File: config.mk
export PLATFORM = sky130hd
export DESIGN_NAME = axial_settling_envelope_check
export DESIGN_NICKNAME = d
export VERILOG_FILES = /design/src/asec_pkg.sv /design/src/axial_settling_envelope_check.sv /design/src/asec_cfg_regs.sv /design/src/asec_sequencer.sv /design/src/asec_datapath.sv
export SDC_FILE = /design/constraint.sdc
export NUM_CORES = 2
export LEC_CHECK = 0
export BUFFER_PORTS_ARGS = -buffer_cell sky130_fd_sc_hd__buf_2
export CAP_MARGIN = 20
export CELL_PAD_IN_SITES_DETAIL_PLACEMENT = 0
export CELL_PAD_IN_SITES_GLOBAL_PLACEMENT = 1
export CORE_MARGIN = 1
export CORE_UTILIZATION = 45
export DETAILED_ROUTE_END_ITERATION = 10
export GPL_TIMING_DRIVEN = 0
export PLACE_DENSITY = 0.77
export SYNTH_ARGS = -nofsm -noshare
export SYNTH_HDL_FRONTEND = slang
export SYNTH_SLANG_ARGS = --single-unit
File: constraint.sdc
create_clock -name clk -period 12.39 [get_ports clk]
set_clock_uncertainty 0.15 [all_clocks]
set_input_delay 1.239 -clock clk [delete_from_list [all_inputs] [get_ports clk]]
set_output_delay 1.239 -clock clk [all_outputs]
set_load 0.02 [all_outputs]
File: src/asec_pkg.sv
// Shared types, constants and microcode table for the axial settling envelope check.
// Depends on nothing; every other file of the block imports it.
package asec_pkg;

    // field widths
    localparam int COORD_W = 28;
    localparam int AXIS_W  = 16;
    localparam int LIMIT_W = 27;
    localparam int DELTA_W = COORD_W + 1;
    localparam int MUL_W   = 32;
    localparam int PROD_W  = 2 * MUL_W;
    localparam int P_W     = 32;
    localparam int STEP_W  = 4;
    localparam int IDX_W   = 3;

    // Q2.14 rounding of the projection
    localparam int FRAC_BITS = 14;
    localparam int P_LSB     = FRAC_BITS;
    localparam int P_MSB     = FRAC_BITS + P_W - 1;
    localparam logic signed [PROD_W-1:0] ROUND_BIAS = PROD_W'(64'sd1 <<< (FRAC_BITS - 1));

    // unit axis value in Q2.14
    localparam logic signed [AXIS_W-1:0] AXIS_ONE = 16'sd16384;

    typedef struct packed {
        logic                      command;
        logic signed [COORD_W-1:0] pos_x;
        logic signed [COORD_W-1:0] pos_y;
        logic signed [COORD_W-1:0] pos_z;
    } obs_item_t;

    typedef struct packed {
        logic                      verdict;
        logic signed [COORD_W-1:0] tracked_departure;
    } res_item_t;

    localparam logic CMD_SETTLE = 1'b0;

    // register indexes
    typedef logic [IDX_W-1:0] cfg_index_t;
    localparam cfg_index_t REG_SEED_X         = 3'd0;
    localparam cfg_index_t REG_SEED_Y         = 3'd1;
    localparam cfg_index_t REG_SEED_Z         = 3'd2;
    localparam cfg_index_t REG_AXIS_X         = 3'd3;
    localparam cfg_index_t REG_AXIS_Y         = 3'd4;
    localparam cfg_index_t REG_AXIS_Z         = 3'd5;
    localparam cfg_index_t REG_LATERAL_LIMIT  = 3'd6;
    localparam cfg_index_t REG_SETTLING_LIMIT = 3'd7;

    typedef struct packed {
        logic signed [COORD_W-1:0] seed_x;
        logic signed [COORD_W-1:0] seed_y;
        logic signed [COORD_W-1:0] seed_z;
        logic signed [AXIS_W-1:0]  axis_x;
        logic signed [AXIS_W-1:0]  axis_y;
        logic signed [AXIS_W-1:0]  axis_z;
        logic [LIMIT_W-1:0]        lateral_limit;
        logic [LIMIT_W-1:0]        settling_limit;
    } cfg_t;

    // control word fields
    typedef enum logic [2:0] {
        OPA_DX,
        OPA_DY,
        OPA_DZ,
        OPA_P,
        OPA_LIM
    } opa_t;

    typedef enum logic [2:0] {
        OPB_AX,
        OPB_AY,
        OPB_AZ,
        OPB_DX,
        OPB_DY,
        OPB_DZ,
        OPB_P,
        OPB_LIM
    } opb_t;

    typedef enum logic [1:0] {
        ACC_HOLD,
        ACC_LOAD,
        ACC_ADD,
        ACC_SUB
    } acc_op_t;

    typedef enum logic [1:0] {
        ACT_NONE,
        ACT_DELTA,
        ACT_ROUND,
        ACT_FINISH
    } act_t;

    typedef logic [STEP_W-1:0] step_t;

    typedef struct packed {
        opa_t    a_sel;
        opb_t    b_sel;
        acc_op_t acc_op;
        act_t    action;
        logic    jump_settle;
        step_t   target;
        logic    last;
    } uword_t;

    // sequencer to datapath
    typedef struct packed {
        logic   active;
        uword_t word;
    } ctrl_t;

    localparam step_t STEP_SETTLE = 4'd12;

    // microcode: projection, then either the settle update or the lateral test
    // the query finish step keeps the limit square on the multiplier while it waits
    function automatic uword_t ucode(input step_t step);
        uword_t w;
        case (step)
            4'd0:    w = '{OPA_DX,  OPB_AX,  ACC_HOLD, ACT_DELTA,  1'b0, 4'd0,        1'b0};
            4'd1:    w = '{OPA_DX,  OPB_AX,  ACC_HOLD, ACT_NONE,   1'b0, 4'd0,        1'b0};
            4'd2:    w = '{OPA_DY,  OPB_AY,  ACC_LOAD, ACT_NONE,   1'b0, 4'd0,        1'b0};
            4'd3:    w = '{OPA_DZ,  OPB_AZ,  ACC_ADD,  ACT_NONE,   1'b0, 4'd0,        1'b0};
            4'd4:    w = '{OPA_DX,  OPB_DX,  ACC_ADD,  ACT_NONE,   1'b0, 4'd0,        1'b0};
            4'd5:    w = '{OPA_DX,  OPB_DX,  ACC_HOLD, ACT_ROUND,  1'b1, STEP_SETTLE, 1'b0};
            4'd6:    w = '{OPA_DX,  OPB_DX,  ACC_HOLD, ACT_NONE,   1'b0, 4'd0,        1'b0};
            4'd7:    w = '{OPA_DY,  OPB_DY,  ACC_LOAD, ACT_NONE,   1'b0, 4'd0,        1'b0};
            4'd8:    w = '{OPA_DZ,  OPB_DZ,  ACC_ADD,  ACT_NONE,   1'b0, 4'd0,        1'b0};
            4'd9:    w = '{OPA_P,   OPB_P,   ACC_ADD,  ACT_NONE,   1'b0, 4'd0,        1'b0};
            4'd10:   w = '{OPA_LIM, OPB_LIM, ACC_SUB,  ACT_NONE,   1'b0, 4'd0,        1'b0};
            4'd11:   w = '{OPA_LIM, OPB_LIM, ACC_HOLD, ACT_FINISH, 1'b0, 4'd0,        1'b1};
            4'd12:   w = '{OPA_DX,  OPB_DX,  ACC_HOLD, ACT_FINISH, 1'b0, 4'd0,        1'b1};
            default: w = '{OPA_DX,  OPB_DX,  ACC_HOLD, ACT_NONE,   1'b0, 4'd0,        1'b1};
        endcase
        return w;
    endfunction

endpackage

File: src/axial_settling_envelope_check.sv
// Top level of the axial settling envelope check: item capture, result register
// and wiring. Depends on asec_pkg, asec_cfg_regs, asec_sequencer, asec_datapath.
//
//  channel  | handshake             | payload
//  ---------+-----------------------+-------------------------------------
//  obs      | obs_valid / obs_stall | obs_item: command, pos_x/y/z
//  res      | res_valid / res_stall | res_item: verdict, tracked_departure
//  cfg      | cfg_valid / cfg_ready | cfg_index, cfg_data
//
// A settle item branches from the projection to the settle update, a query item
// runs on through the lateral test; both run their microcode steps through the single shared 32x32
// multiplier. A new item is taken while the previous result still waits.
// After reset the tracked departure is zero and the axis is +z.
// A stalled result holds the sequencer on its last step until the register frees.
module axial_settling_envelope_check (
    input  logic                          clk,
    input  logic                          rst_n,
    input  logic                          obs_valid,
    output logic                          obs_stall,
    input  asec_pkg::obs_item_t           obs_item,
    output logic                          res_valid,
    input  logic                          res_stall,
    output asec_pkg::res_item_t           res_item,
    input  logic                          cfg_valid,
    output logic                          cfg_ready,
    input  asec_pkg::cfg_index_t          cfg_index,
    input  logic [asec_pkg::COORD_W-1:0]  cfg_data
);
    import asec_pkg::*;

    cfg_t      cfg;
    ctrl_t     ctrl;
    obs_item_t item_reg;
    res_item_t result;
    res_item_t res_item_reg;
    logic      res_valid_reg;
    logic      start;
    logic      out_free;
    logic      fire;

    assign cfg_ready = 1'b1;
    assign obs_stall = ctrl.active;
    assign start     = obs_valid && !obs_stall;
    assign out_free  = !res_valid_reg || !res_stall;
    assign fire      = ctrl.active && (ctrl.word.action == ACT_FINISH) && out_free;

    asec_cfg_regs u_cfg (
        .clk      (clk),
        .rst_n    (rst_n),
        .wr_en    (cfg_valid && cfg_ready),
        .wr_index (cfg_index),
        .wr_data  (cfg_data),
        .cfg      (cfg)
    );

    asec_sequencer u_seq (
        .clk      (clk),
        .rst_n    (rst_n),
        .start    (start),
        .settle   (item_reg.command == CMD_SETTLE),
        .out_free (out_free),
        .ctrl     (ctrl)
    );

    asec_datapath u_dp (
        .clk    (clk),
        .rst_n  (rst_n),
        .ctrl   (ctrl),
        .item   (item_reg),
        .cfg    (cfg),
        .fire   (fire),
        .result (result)
    );

    // input item capture and result capture
    always_ff @(posedge clk)
    begin
        if (start)
        begin
            item_reg <= obs_item;
        end
        if (fire)
        begin
            res_item_reg <= result;
        end
    end

    // result register valid
    always_ff @(posedge clk or negedge rst_n)
    begin
        if (!rst_n)
        begin
            res_valid_reg <= 1'b0;
        end
        else if (fire)
        begin
            res_valid_reg <= 1'b1;
        end
        else if (!res_stall)
        begin
            res_valid_reg <= 1'b0;
        end
    end

    assign res_valid = res_valid_reg;
    assign res_item  = res_item_reg;

endmodule

File: src/asec_cfg_regs.sv
// Configuration register file of the axial settling envelope check.
// Depends on asec_pkg for the register indexes and the cfg_t bundle.
module asec_cfg_regs (
    input  logic                  clk,
    input  logic                  rst_n,
    input  logic                  wr_en,
    input  asec_pkg::cfg_index_t  wr_index,
    input  logic [asec_pkg::COORD_W-1:0] wr_data,
    output asec_pkg::cfg_t        cfg
);
    import asec_pkg::*;

    cfg_t cfg_reg;

    // register writes by index
    always_ff @(posedge clk or negedge rst_n)
    begin
        if (!rst_n)
        begin
            cfg_reg                <= '{axis_z: AXIS_ONE, default: '0};
        end
        else if (wr_en)
        begin
            case (wr_index)
                REG_SEED_X:         cfg_reg.seed_x         <= $signed(wr_data);
                REG_SEED_Y:         cfg_reg.seed_y         <= $signed(wr_data);
                REG_SEED_Z:         cfg_reg.seed_z         <= $signed(wr_data);
                REG_AXIS_X:         cfg_reg.axis_x         <= $signed(wr_data[AXIS_W-1:0]);
                REG_AXIS_Y:         cfg_reg.axis_y         <= $signed(wr_data[AXIS_W-1:0]);
                REG_AXIS_Z:         cfg_reg.axis_z         <= $signed(wr_data[AXIS_W-1:0]);
                REG_LATERAL_LIMIT:  cfg_reg.lateral_limit  <= wr_data[LIMIT_W-1:0];
                REG_SETTLING_LIMIT: cfg_reg.settling_limit <= wr_data[LIMIT_W-1:0];
                default:            cfg_reg                <= cfg_reg;
            endcase
        end
    end

    assign cfg = cfg_reg;

endmodule

File: src/asec_sequencer.sv
// Step counter of the microcoded control: fetches one control word per step.
// Depends on asec_pkg for the microcode table and the ctrl_t bundle.
module asec_sequencer (
    input  logic            clk,
    input  logic            rst_n,
    input  logic            start,
    input  logic            settle,
    input  logic            out_free,
    output asec_pkg::ctrl_t ctrl
);
    import asec_pkg::*;

    logic   active_reg;
    logic   active_next;
    step_t  step_reg;
    step_t  step_next;
    uword_t word;
    logic   hold;

    assign word = ucode(step_reg);
    // the last step waits while the result register is still occupied
    assign hold = (word.action == ACT_FINISH) && !out_free;

    // next step: advance, take the settle branch, or stop
    always_comb
    begin
        active_next = active_reg;
        step_next   = step_reg;
        if (!active_reg)
        begin
            if (start)
            begin
                active_next = 1'b1;
                step_next   = '0;
            end
        end
        else if (!hold)
        begin
            if (word.last)
            begin
                active_next = 1'b0;
            end
            else if (word.jump_settle && settle)
            begin
                step_next = word.target;
            end
            else
            begin
                step_next = step_reg + step_t'(1);
            end
        end
    end

    always_ff @(posedge clk or negedge rst_n)
    begin
        if (!rst_n)
        begin
            active_reg <= 1'b0;
            step_reg   <= '0;
        end
        else
        begin
            active_reg <= active_next;
            step_reg   <= step_next;
        end
    end

    assign ctrl.active = active_reg;
    assign ctrl.word   = word;

endmodule

File: src/asec_datapath.sv
// Datapath: deltas, one shared 32x32 multiplier, accumulator, rounding, compares
// and the tracked departure. Depends on asec_pkg.
module asec_datapath (
    input  logic                clk,
    input  logic                rst_n,
    input  asec_pkg::ctrl_t     ctrl,
    input  asec_pkg::obs_item_t item,
    input  asec_pkg::cfg_t      cfg,
    input  logic                fire,
    output asec_pkg::res_item_t result
);
    import asec_pkg::*;

    logic signed [DELTA_W-1:0] dx_reg;
    logic signed [DELTA_W-1:0] dy_reg;
    logic signed [DELTA_W-1:0] dz_reg;
    logic signed [P_W-1:0]     p_reg;
    logic signed [PROD_W-1:0]  prod_reg;
    logic signed [PROD_W-1:0]  acc_reg;
    logic signed [PROD_W-1:0]  acc_next;
    logic signed [COORD_W-1:0] deepest_reg;

    logic signed [MUL_W-1:0]   op_a;
    logic signed [MUL_W-1:0]   op_b;
    logic signed [PROD_W-1:0]  rounded_sum;
    logic signed [P_W-1:0]     deep_ext;
    logic signed [P_W:0]       floor_sum;
    logic                      settle_hit;
    logic                      query_hit;
    logic                      is_settle;

    // multiplier operand selection
    always_comb
    begin
        case (ctrl.word.a_sel)
            OPA_DX:  op_a = MUL_W'(dx_reg);
            OPA_DY:  op_a = MUL_W'(dy_reg);
            OPA_DZ:  op_a = MUL_W'(dz_reg);
            OPA_P:   op_a = p_reg;
            OPA_LIM: op_a = $signed(MUL_W'(cfg.lateral_limit));
            default: op_a = '0;
        endcase
    end

    always_comb
    begin
        case (ctrl.word.b_sel)
            OPB_AX:  op_b = MUL_W'(cfg.axis_x);
            OPB_AY:  op_b = MUL_W'(cfg.axis_y);
            OPB_AZ:  op_b = MUL_W'(cfg.axis_z);
            OPB_DX:  op_b = MUL_W'(dx_reg);
            OPB_DY:  op_b = MUL_W'(dy_reg);
            OPB_DZ:  op_b = MUL_W'(dz_reg);
            OPB_P:   op_b = p_reg;
            OPB_LIM: op_b = $signed(MUL_W'(cfg.lateral_limit));
            default: op_b = '0;
        endcase
    end

    // accumulator operation on the previous product
    always_comb
    begin
        case (ctrl.word.acc_op)
            ACC_HOLD: acc_next = acc_reg;
            ACC_LOAD: acc_next = prod_reg;
            ACC_ADD:  acc_next = acc_reg + prod_reg;
            ACC_SUB:  acc_next = acc_reg - prod_reg;
            default:  acc_next = acc_reg;
        endcase
    end

    // round to nearest, ties upward, dropping the 14 fraction bits
    assign rounded_sum = acc_reg + ROUND_BIAS;

    always_ff @(posedge clk)
    begin
        prod_reg <= op_a * op_b;
        if (ctrl.active)
        begin
            acc_reg <= acc_next;
            if (ctrl.word.action == ACT_DELTA)
            begin
                dx_reg <= DELTA_W'(item.pos_x) - DELTA_W'(cfg.seed_x);
                dy_reg <= DELTA_W'(item.pos_y) - DELTA_W'(cfg.seed_y);
                dz_reg <= DELTA_W'(item.pos_z) - DELTA_W'(cfg.seed_z);
            end
            if (ctrl.word.action == ACT_ROUND)
            begin
                p_reg <= $signed(rounded_sum[P_MSB:P_LSB]);
            end
        end
    end

    // settle: strictly deeper than tracked, not below minus the settling limit
    assign deep_ext   = P_W'(deepest_reg);
    assign floor_sum  = (P_W + 1)'(p_reg) + $signed((P_W + 1)'(cfg.settling_limit));
    assign settle_hit = (p_reg < deep_ext) && !floor_sum[P_W];

    // query: at or above tracked, lateral squared within limit squared
    // (a negative lateral term is always within, so no clamp is needed)
    assign query_hit  = (p_reg >= deep_ext) && (acc_reg <= prod_reg);

    assign is_settle  = (item.command == CMD_SETTLE);

    always_ff @(posedge clk or negedge rst_n)
    begin
        if (!rst_n)
        begin
            deepest_reg <= '0;
        end
        else if (fire && is_settle && settle_hit)
        begin
            deepest_reg <= p_reg[COORD_W-1:0];
        end
    end

    // result of the finishing step
    always_comb
    begin
        if (is_settle)
        begin
            result.verdict           = settle_hit;
            result.tracked_departure = settle_hit ? p_reg[COORD_W-1:0] : deepest_reg;
        end
        else
        begin
            result.verdict           = query_hit;
            result.tracked_departure = deepest_reg;
        end
    end

endmodule
Word-level counts from Yosys, hierarchy flattened
Memories as Yosys holds them, arrays and structs flattened.
Index checks and enable logic that the tools add are counted.
{"block": "totals", "reg_bits": 581, "inputBits": 121, "mem_count": 1, "mem_bits_ro": 224, "latch_bits": 0, "elab_cells": 114, "ramBits": 0}
{"block": "op_classes", "bitwise": 2, "n_eq_ne": 27, "n_lt_le_gt_ge": 3, "mux": 16, "add_sub_neg": 8, "reduce_logical": 32, "n_shift": 0, "mul": 1, "div_mod_pow": 0}
{"memory": "(no name shown)", "depth": 16, "word_bits": 14, "rd": 1, "rd_ports_with_merged_regs": 0, "wr": 0, "line_no": "asec_pkg.sv:119", "text": "case (step)"}
{"operator": "$pmux 32 s8", "count": 1}
{"operator": "$pmux 64 s3", "count": 1}
{"operator": "$pmux 32 s5", "count": 1}
{"operator": "$sub 28x28->29", "count": 3}
{"operator": "$add 64x64->64", "count": 1}
{"operator": "$le 64x64->1", "count": 1}
{"operator": "$mul 32x32->64", "count": 1}
{"operator": "$sub 64x64->64", "count": 1}
{"operator": "$add 46x15->46 const B", "count": 1}
{"operator": "$add 32x28->33", "count": 1}
{"operator": "$ge 32x28->1", "count": 1}
{"operator": "$lt 32x28->1", "count": 1}
{"operator": "$mux 29", "count": 1}
{"operator": "$mux 28", "count": 1}
{"operator": "$eq 3x3->1 const B", "count": 9}
{"operator": "$reduce_and 2->1", "count": 11}
{"operator": "$mux 4", "count": 5}
{"operator": "$eq 3x2->1 const B", "count": 6}
{"operator": "$eq 3x1->1 const B", "count": 3}
{"operator": "$logic_and 1x1->1", "count": 9}
{"operator": "$logic_not 3->1", "count": 3}
{"operator": "$eq 2x2->1 const B", "count": 4}
{"operator": "$mux 1", "count": 6}
{"operator": "$logic_not 1->1", "count": 5}
{"operator": "9 further kinds", "count": 12}

Logic depth before layout (Yosys ltp)
{"block": "depth", "word_depth": 6, "ltp_mapped": 41, "mapped_depth_nobuf": 37}

By module
From an unflattened synthesis, not the netlist that was laid out.
{"block": "unflattened", "hier_cells": 7493, "hier_area_um2": 72072.9}
{"module": "asec_datapath", "n_inst": 1, "area_each_um2": 60419.2, "cells_each": 6883}
{"module": "asec_cfg_regs", "n_inst": 1, "area_each_um2": 7434.6, "cells_each": 401}
{"module": "axial_settling_envelope_check", "n_inst": 1, "area_each_um2": 3495.9, "cells_each": 123}
{"module": "asec_sequencer", "n_inst": 1, "area_each_um2": 723.2, "cells_each": 86}

Worst setup path after synthesis
Ideal clock, no wire load.
{"block": "synth_timing", "kind": "register to register", "startpoint": "reg u_seq.step_reg[1]", "endpoint": "reg u_dp.prod_reg[60]", "stages_incl_launch_ff": 37, "slack_ns": 2.666, "period_less_slack_ns": 9.724, "setup_time_ns": 0.132, "t_arrival_ns": 9.442, "path_cell_list": "dfrtp_1 -> inv_1 -> ha_1 -> a21oi_1 -> clkbuf_1 -> buf_2 -> buf_2 -> nand3_1 -> o211ai_1 -> o21ai_0 -> o21ai_1 -> clkbuf_1 -> nor2_1 -> fa_1 -> inv_1 -> fa_1 -> inv_1 -> fa_1 -> fa_1 -> inv_1 -> fa_1 -> inv_1 -> fa_1 -> inv_1 -> fa_1 -> fa_1 -> inv_1 -> ha_1 -> a21oi_1 -> nor2b_1 -> o21ai_0 -> nand2b_1 -> a21o_1 -> a21oi_1 -> nand2_1 -> a31o_2 -> or3b_2"}
{"block": "synth_via", "elab_chain_cells": 4, "word_cells_on_any_way": 17, "classes_between": "1 x mul; 11 x eq/ne; 2 x mux; 2 x reduce/logical; 1 x memory"}
{"item": "start: declaration", "line_no": "asec_sequencer.sv:15", "text": "step_t step_reg;"}
{"item": "start signal: assignment", "line_no": "asec_sequencer.sv:64", "text": "step_reg <= step_next;"}
{"item": "$mem_v2 16x14 (*)"}
{"item": "$eq 3x3->1 (tied with other cells)", "line_no": "asec_datapath.sv:47", "text": "case (ctrl.word.b_sel)"}
{"item": "$pmux 32 s8 or $pmux 32 s5 (tied branches)", "line_no": "asec_datapath.sv:47, asec_datapath.sv:35"}
{"item": "$mul 32x32->64 (*)", "line_no": "asec_datapath.sv:77", "text": "prod_reg <= op_a * op_b;"}
{"item": "end signal: assignment", "line_no": "asec_datapath.sv:77"}
{"item": "end: declaration", "line_no": "asec_datapath.sv:18", "text": "logic signed [PROD_W-1:0] prod_reg;"}
Every way passes the cells marked *; elsewhere a longest branch is shown, timed or not.
A chain may end at the register's enable or synchronous reset.

Final worst setup path
{"block": "layout_timing", "startpoint": "reg u_seq.step_reg[1]", "endpoint": "reg u_dp.prod_reg[63]"}
The elaborated chain is that of the path after synthesis.

==> results.md <==
- Status: completed
- Critical Path AT: 12.67 ns
- Crit end category: flop
- Post-layout net count: 9,649
- Period utilization: 0.988
- R2R Setup Slk: 0.14 ns
- Core Box Area: 0.156 sq mm
- Area share of the largest cell type after synthesis: 0.307
- TritonCTS Buffers: 73
- RSZ-0062 raised after global routing: false
- # H-tree levels: 3
- Syn Area/Cell: 9.19 sq um
- Post-CTS Setup Bufs: 0
- Area contributors post-synth: fa_1 31%, edfxtp_1 13%, ha_1 8.2%
- Max-slew headroom: 0.167
- Post-layout util: 0.499
- Total length of routed wires: 298,000 microns
- Initial antenna violation count: 16
- FF+latch count, synth: 581
- Hold crit path type: primary input to asynchronous set/reset pin
- Antenna Nets Post-Route: 0
- Root buffer cell: clkbuf_16
- Number of flip-flops in the largest register: 186
- Worst setup path end: u_dp.prod_reg[63]
- Mean routed wirelength per cell: 29.5 microns
- Register area share after synthesis: 0.222
- Slowest CP cell: fa_1
- Setup-failing EPs final: 0
- GRT Total Usage: 0.379
- Required @ worst endpoint: 12.81 ns
- Starting Density: 0.453
- Die ar.: 0.159 sq mm
- Tightest Pin Transition: 1.25 ns
- Largest area contributor in the netlist: fa_1
- Total grt overflow: 0
- Synth top cells by count: 1,315 x inv_1, 1,087 x fa_1, 933 x nand2_1, 777 x nor2_1, 463 x ha_1
- Slowest stage delay, CP: 0.66 ns
- Clk buf depth: 3
- Die Span Y: 399 microns
- Via count: 58,800
- Crit Reg-Reg Endpoint: u_dp.prod_reg[63]
- Syn_nets: 9,378
- First-pass GRT wire length: 425,000 microns
- Clock-pin slew on the worst setup and hold paths: 0.06 ns
- Max Cap Violations: 0
- Vias/cell: 5.81
- Count leader, synth: inv_1
- Max Freq: 81.7 MHz
- EDFF count, synth: 297
- Yosys warnings: 0
- Die span in x: 399 microns
- Worst setup path class: flop to flop
- Pre-antenna DRT Iters: 8
- CTS tree: done
- Pin count of the biggest net entering global routing: 115
- Distinct cells, synth: 87
- Final Critical Period: 12.25 ns
- Crit-path max FO: 10
- Routability cong.: 1.07
- Row count: 145
- Post-Route Setup TNS: 0 ns
- Main flop type after synthesis: edfxtp_1
- Pins Over Slew Limit: 0
- Post-Syn Instances: 7,707
- Detailed placement HPWL: 245,000 microns
- Synth Cell Area: 0.0708 sq mm
- Clock sinks: 581
- Area grow syn2layout: 10.1%
- Worst setup SP type: flop
- Port Buffers: 147
- CP dominant cell by count: fa_1
- R2R cell count: 32
- # DRC: 0
- Share of synthesized registers carrying an async set or reset: 0.379
- Vias in the first global route: 59,600
- Worst r2r src: u_seq.step_reg[1]
- # IOs: 153
- Clock latency on the worst-skew pair: 0.71 ns
- Worst setup path startpoint: u_seq.step_reg[1]
- Endpoints failing hold: 0
- Share of cells above drive strength 1: 0.0802
- Iter 0 DRT Violations: 5,750
-- kinds of logic after synthesis --
kind of cell | Yosys count | share of synthesized area
XOR/XNOR | 223 | 0.0276
AO/OA/AOI/OAI | 1297 | 0.116
AND/OR/NAND/NOR | 2249 | 0.136
other | 1 | 0.0000530
multiplexers | 125 | 0.0196
flip-flops | 581 | 0.222
buffers and inverters | 1681 | 0.0897
adder cells (fa/ha/maj) | 1550 | 0.389
-- worst max-delay path, delay by kind of cell (launching register included) --
| family | cells | cell delay (ns) |
|---|---|---|
| compound gates | 6 | 2.28 |
| fa+ha+maj | 11 | 5.14 |
| buf+inv | 9 | 2.55 |
| flops | 1 | 0.47 |
| mux | 1 | 0.21 |
| simple gates | 5 | 1.30 |
-- worst min path at each step --
stage | startpoint | end | slack (ns) | cells past startpoint
after floorplan | u_cfg.cfg[82] | u_cfg.cfg[82] | 0.32 | 1
after global placement | u_cfg.cfg[82] | u_cfg.cfg[82] | 0.34 | 1
after detailed placement | u_cfg.cfg[82] | u_cfg.cfg[82] | 0.34 | 1
after CTS | rst_n | u_cfg.cfg[180] | 0.30 | 1
after global routing | rst_n | u_cfg.cfg[180] | 0.31 | 1
final | rst_n | u_cfg.cfg[180] | 0.29 | 1
-- cells in the final DEF (no fill, tap or decap), drive strengths merged, types with 45 or more instances in the layout --
cell type,n
inv,1323
fa,1087
nand2,933
nor2,777
ha,463
clkbuf,399
o21ai,362
a21oi,347
edfxtp,297
buf,248
dfrtp,219
xnor2,169
nand3,135
a21o,134
mux2,107
dfxtp,64
nor3,64
and2,60
xor2,54
nor2b,47
and3,45
o21bai,45
-- stage by stage --
stage / instances / setup slack (ns) / hold WS (ns) / area, sq um
after floorplan: 7707 / 2.67 / 0.322 / 70800
after global placement: 9912 / -1.42 / 0.335 / 74100
after detailed placement: 9974 / -0.782 / 0.338 / 75100
after CTS: 10100 / 0.0000844 / 0.296 / 77800
after global routing: 10100 / 0.00807 / 0.312 / 78000
final: 10100 / 0.143 / 0.293 / 78000
-- what timing repair did --
| action | in CTS | in global routing |
|---|---|---|
| hold buffers | 0 | 0 |
| endpoints found under the hold margin | 0 | 0 |
| endpoints found under the setup margin | 18 | 15 |
| pin swaps | 0 | 1 |
| gates resized for setup | 47 | 155 |
-- layout make-up --
| type | count | area, sq um |
|---|---|---|
| Fill cell | 14800 | 78200 |
| Multi-Input combinational cell | 5445 | 49000 |
| Sequential cell | 581 | 15700 |
| Inverter | 1317 | 4950 |
| Tap cell | 2058 | 2570 |
| Clock buffer | 94 | 1950 |
| Timing Repair Buffer | 212 | 1650 |
| Buffer | 348 | 1500 |
| Clock inverter | 42 | 618 |
| Antenna cell | 14 | 35.0 |
-- per-layer routing --
metal	global-route usage	up-vias	share of wire
li1	-	25300	-
met2	0.576	2939	0.44
met4	0.243	2	0.077
met1	0.488	29800	0.39
met5	0	-	0.000023
met3	0.0860	681	0.095
Power is not shown: default switching activity piles up to over one toggle a cycle in this logic, so the estimate is an artifact.
